===== config.mk =====
export PLATFORM = sky130hd
export DESIGN_NAME = grdda_front
export DESIGN_NICKNAME = d
export VERILOG_FILES = /design/src/grdda_pkg.sv /design/src/grdda_front.sv
export SDC_FILE = /design/constraint.sdc
export NUM_CORES = 1
export LEC_CHECK = 0
export ABC_AREA = 1
export BUFFER_PORTS_ARGS = -buffer_cell sky130_fd_sc_hd__buf_4
export CAP_MARGIN = 40
export CORE_ASPECT_RATIO = 0.8
export CORE_UTILIZATION = 52
export CTS_CLUSTER_DIAMETER = 200
export DETAILED_ROUTE_END_ITERATION = 7
export PLACE_DENSITY_LB_ADDON = 0.25
export SLEW_MARGIN = 20
export SYNTH_ARGS = -nofsm -noshare
export SYNTH_HDL_FRONTEND = slang
export SYNTH_SLANG_ARGS = --single-unit

===== constraint.sdc =====
create_clock -name clk -period 9.2 [get_ports clk]
set_input_delay 1.38 -clock clk [delete_from_list [all_inputs] [get_ports clk]]
set_output_delay 1.38 -clock clk [all_outputs]
set_load 0.03 [all_outputs]

===== src/grdda_pkg.sv =====
// grdda_pkg: shared types, constants and helpers for the grid ray stepper
// used by every module of the block, depends on nothing
package grdda_pkg;

  localparam int CoordW = 32;
  localparam int SpW = 31;
  localparam int DirW = 16;
  localparam int CordicIters = 15;
  localparam logic signed [CoordW-1:0] CoordMax = {1'b0, {(CoordW-1){1'b1}}};
  localparam logic signed [CoordW-1:0] CoordMin = {1'b1, {(CoordW-1){1'b0}}};
  localparam logic signed [DirW-1:0] DirOne = 16'sd16384;
  localparam logic signed [33:0] CordicGain = 34'sd652032874;

  localparam logic KIND_START = 1'b0;
  localparam logic KIND_STEP = 1'b1;

  // one queued request between front and back
  typedef struct packed {
    logic kind;
    logic signed [CoordW-1:0] origin_x;
    logic signed [CoordW-1:0] origin_y;
    logic [15:0] angle;
    logic signed [CoordW-1:0] corner_x;
    logic signed [CoordW-1:0] corner_y;
  } req_t;

  typedef struct packed {
    logic signed [CoordW-1:0] hit_x;
    logic signed [CoordW-1:0] hit_y;
    logic signed [CoordW-1:0] cell_x;
    logic signed [CoordW-1:0] cell_y;
    logic [SpW-1:0] len;
    logic vert;
  } res_t;

  function automatic logic [13:0] atan_turn(input logic [3:0] i);
    logic [13:0] r;
    case (i)
      4'd0: r = 14'd8192;
      4'd1: r = 14'd4836;
      4'd2: r = 14'd2555;
      4'd3: r = 14'd1297;
      4'd4: r = 14'd651;
      4'd5: r = 14'd326;
      4'd6: r = 14'd163;
      4'd7: r = 14'd81;
      4'd8: r = 14'd41;
      4'd9: r = 14'd20;
      4'd10: r = 14'd10;
      4'd11: r = 14'd5;
      4'd12: r = 14'd3;
      default: r = 14'd1;
    endcase
    return r;
  endfunction

  function automatic logic signed [CoordW-1:0] sat64(input logic signed [63:0] v);
    logic signed [CoordW-1:0] r;
    if (v > 64'(CoordMax)) r = CoordMax;
    else if (v < 64'(CoordMin)) r = CoordMin;
    else r = v[CoordW-1:0];
    return r;
  endfunction

endpackage


===== src/grdda_front.sv =====
// grdda_front: accepts requests and holds them in a two-entry queue
// depends on grdda_pkg
module grdda_front
  import grdda_pkg::*;
(
  input  logic clk,
  input  logic rst,
  input  logic in_valid,
  output logic in_ready,
  input  req_t in_req,
  output logic q_valid,
  input  logic q_take,
  output req_t q_req
);
  req_t slot [2];
  logic rd, wr;
  logic [1:0] cnt;
  logic wen;

  assign in_ready = (cnt != 2'd2);
  assign wen = in_valid && in_ready;
  assign q_valid = (cnt != 2'd0);
  assign q_req = slot[rd];

  always_ff @(posedge clk) begin
    if (rst) begin
      rd <= 1'b0;
      wr <= 1'b0;
      cnt <= '0;
    end else begin
      if (wen) wr <= ~wr;
      if (q_take && q_valid) rd <= ~rd;
      cnt <= cnt + 2'(wen) - 2'(q_take && q_valid);
    end
  end

  always_ff @(posedge clk) begin
    if (wen) slot[wr] <= in_req;
  end

`ifndef SYNTHESIS
  a_no_over: assert property (@(posedge clk) disable iff (rst) cnt <= 2'd2)
    else $error("queue overflow");
  a_take_ok: assert property (@(posedge clk) disable iff (rst)
    q_take |-> q_valid) else $error("take from empty queue");
  a_fill: assert property (@(posedge clk) disable iff (rst)
    (wen && !q_take) |=> cnt == $past(cnt) + 2'd1) else $error("count slip");
`endif
endmodule


==> results.py <==
metrics = {
    "floorplan": {
        "start_util_pct": 53.9,
        "ioPinCount": 296,
        "die_area_um2": 21500,
        "fp.dieH_um": 131,
        "rows": 46,
        "core_um2": 20200,
        "die_w_um": 164,
    },
    "place": {
        "gp_congestion": 0.784,
        "hpwl_um": 14100,
        "pre_cts_ws_ns": 5.02,
        "dp_cells": 1036,
        "portBuffers": 295,
    },
    "synthesis": {
        "synth_edf_count": 290,
        "async_reset_ff_share_pct": 0,
        "yosysMostFrequentCell": "edfxtp_1",
        "netlist_area_um2": 10900,
        "synthTopCellsByArea": "edfxtp_1, mux2_2, mux2_4",
        "synth_flop_cell": "edfxtp_1",
        "syn_area_per_cell_um2": 22.3,
        "syn-num-nets": 639,
        "synth_top_area_share_pct": 79.9,
        "synth_top_area_cell": "edfxtp_1",
        "ys_warn_count": 0,
        "ys_ff_latch": 295,
        "yosysUniqueCellTypes": 12,
        "syn_inst": 488,
        "synth_commonest_cells": "edfxtp_1, mux2_2, mux2_4, buf_2, nor2_1",
        "seq_area_frac_synth_pct": 80.8,
    },
    "worst_setup_path": {
        "endpoint": "q_req[61]",
        "crit_family": "buffers and inverters",
        "cp.arrival_ns": 2.44,
        "start_kind": "flop",
        "crit_chain": "buf_6 > buf_16 > mux2_2 > buf_4",
        "worst_r2r_path_depth": 7,
        "cp_slowest_cell": "dfxtp_4",
        "crit_fanout": 72,
        "required_ns": 7.82,
        "r2r_end": "slot[0][79]",
        "r2r_slack_ns": 6.15,
        "path_buf_inv": 3,
        "criticalPathCategory": "reg -> out",
        "reg2reg_from": "cnt[0]",
        "slowest_delay_ns": 0.62,
        "end_kind": "output pin",
        "cp.depth": 4,
    },
    "final_layout": {
        "drive_above_1_share_pct": 59.2,
        "syn2layout_area_growth_pct": 30.6,
        "regArea_um2": 8810,
        "fillerInstances": 1292,
        "utilization_pct": 70.5,
        "stdcell_count": 1086,
        "multi_input_area_um2": 1940,
        "nets": 955,
    },
    "routing": {
        "wl_per_cell_um": 19.2,
        "firstDrtPassIters": 4,
        "drc_errors": 0,
        "totalWireLength_um": 20800,
        "antenna_left": 0,
        "drtIter0Drc": 322,
        "viasPerCell": 5.08,
        "vias": 5514,
    },
    "global_route": {
        "grt_pass1_wl_um": 31200,
        "gr-total-overflow": 0,
        "grt_util_all_layers_pct": 19.0,
        "antenna_found_initial": 1,
        "grt_pass1_vias": 5830,
        "grt_max_degree": 90,
    },
    "timing": {
        "fin_crit_ns": 3.82,
        "fmax_mhz": 262,
        "finalHoldViolations": 0,
        "setup_violations": 0,
        "post-route-period-util_pct": 41.5,
        "tns_ns": 0,
        "final_max_slew_viol_count": 0,
        "fin_skew_ns": 0.00627,
        "worst_slack_ns": 5.38,
        "rsz0062_at_grt": "false",
        "worstMarginPinSlew_ns": 0.782,
        "slew-limit-headroom_pct": 47.9,
    },
    "power_and_ir_drop": {
        "p_switching_mw": 1.25,
        "peakVddDrop_uv": 195,
        "cell_internal_pwr_mw": 2.77,
        "power_mw": 4.03,
        "switching_share_pct": 31.1,
        "clockPowerShare_pct": 24.1,
        "p_leak_nw": 5.42,
        "seqPwrFrac_pct": 43.7,
        "p_comb_share_pct": 32.2,
        "powerDensity_nw_per_um2": 283,
    },
    "clock_tree": {
        "post_cts_buffers": 0,
        "cts_tree": "done",
        "clkLatencyLatePin_ns": 0.51,
        "ctsHoldBuffers": 0,
        "cts_buffers": 27,
        "root_buffer": "clkbuf_16",
        "clock_sinks": 295,
        "clkTransAtPathRegs_ns": 0.06,
        "htree_levels": 1,
        "cts_resized": 0,
        "cts.path.max_buffers": 3,
    },
    "worst_hold_path": {
        "min_path_type": "reg -> reg",
        "hold_depth": 2,
    },
    "status": {
        "status": "complete, no violations",
    },
    "flow_run": {
        "maxCapViolCount": 0,
    },
}
[final cells by class]
class	count	area share, %
diodes	1	0.0176
clock buffers	32	4.88
clock inverters	14	0.440
inverters	8	0.246
multi-input cells	169	13.6
flip-flops and latches	295	61.9
well taps	264	2.32
repair buffers	303	16.5
[through the flow]
stage,hold WS [ns],instance area [um2]
floorplan,0.467,10900
global placement,0.491,13400
detailed placement,0.559,13400
CTS,0.569,14100
global route,0.580,14200
finish,0.560,14200
[registers in the layout (all words and copies together), names as in the netlist, named ones only]
name  count
wr        1
slot    290
rd        1
cnt       2
[power by group through the flow]
stage          registers [mW]  logic [mW]  clock network [mW]
2_1_floorplan            1.80       0.870                   0
3_3_place_gp             1.80        1.25                   0
3_5_place_dp             1.79        1.29                   0
4_1_cts                  1.76        1.29               0.996
5_1_grt                  1.78        1.36                1.05
6_report                 1.76        1.30               0.972
[routing by layer]
| layer | vias to the layer above | global-route usage [%] | part of all wire [%] |
|---|---|---|---|
| met5 | - | 0 | 0 |
| met4 | 0 | 4.78 | 2.2 |
| met3 | 36 | 7.17 | 11 |
| met2 | 220 | 31.7 | 49 |
| met1 | 2705 | 23.3 | 38 |
| li1 | 2553 | - | - |
[how the worst min path moves through the flow]
stage                      end  slack [ns]  start
after floorplan           flop        0.47     rd
after global placement      rd        0.49     rd
after detailed placement    rd        0.56     rd
after CTS                   rd        0.57     rd
after global routing        rd        0.58     rd
final                       rd        0.56     rd
[tightest hold or removal path, cell delays in order (launching register included)]
cell     delay (ns)
dfxtp_1        0.34
nor2_1         0.06
nor2_1         0.11
[kinds of logic after synthesis]
logic type,count (synthesis),synth area share (%)
AO/OA/AOI/OAI,2,0.0919
adder cells (fa/ha/maj),2,0.230
buffers and inverters,24,1.41
flip-flops,295,80.8
multiplexers,145,16.7
AND/OR/NAND/NOR,20,0.723
[cell usage in the layout, fill, tap and decap left out]
| cell type | instances |
|---|---|
| buf_12 | 1 |
| buf_6 | 2 |
| buf_16 | 3 |
| clkinv_2 | 8 |
| edfxtp_1 | 290 |
| clkbuf_1 | 5 |
| nand2_1 | 8 |
| clkbuf_16 | 27 |
| a21oi_1 | 2 |
| inv_1 | 7 |
| mux2_4 | 50 |
| dfxtp_1 | 4 |
| diode_2 | 1 |
| nor2_4 | 1 |
| nand3_1 | 3 |
| mux2_2 | 95 |
| inv_6 | 1 |
| clkinv_1 | 6 |
| dfxtp_4 | 1 |
| nor2_1 | 8 |
| buf_4 | 297 |
| ha_1 | 2 |
Power figures use the tool's default switching activity.
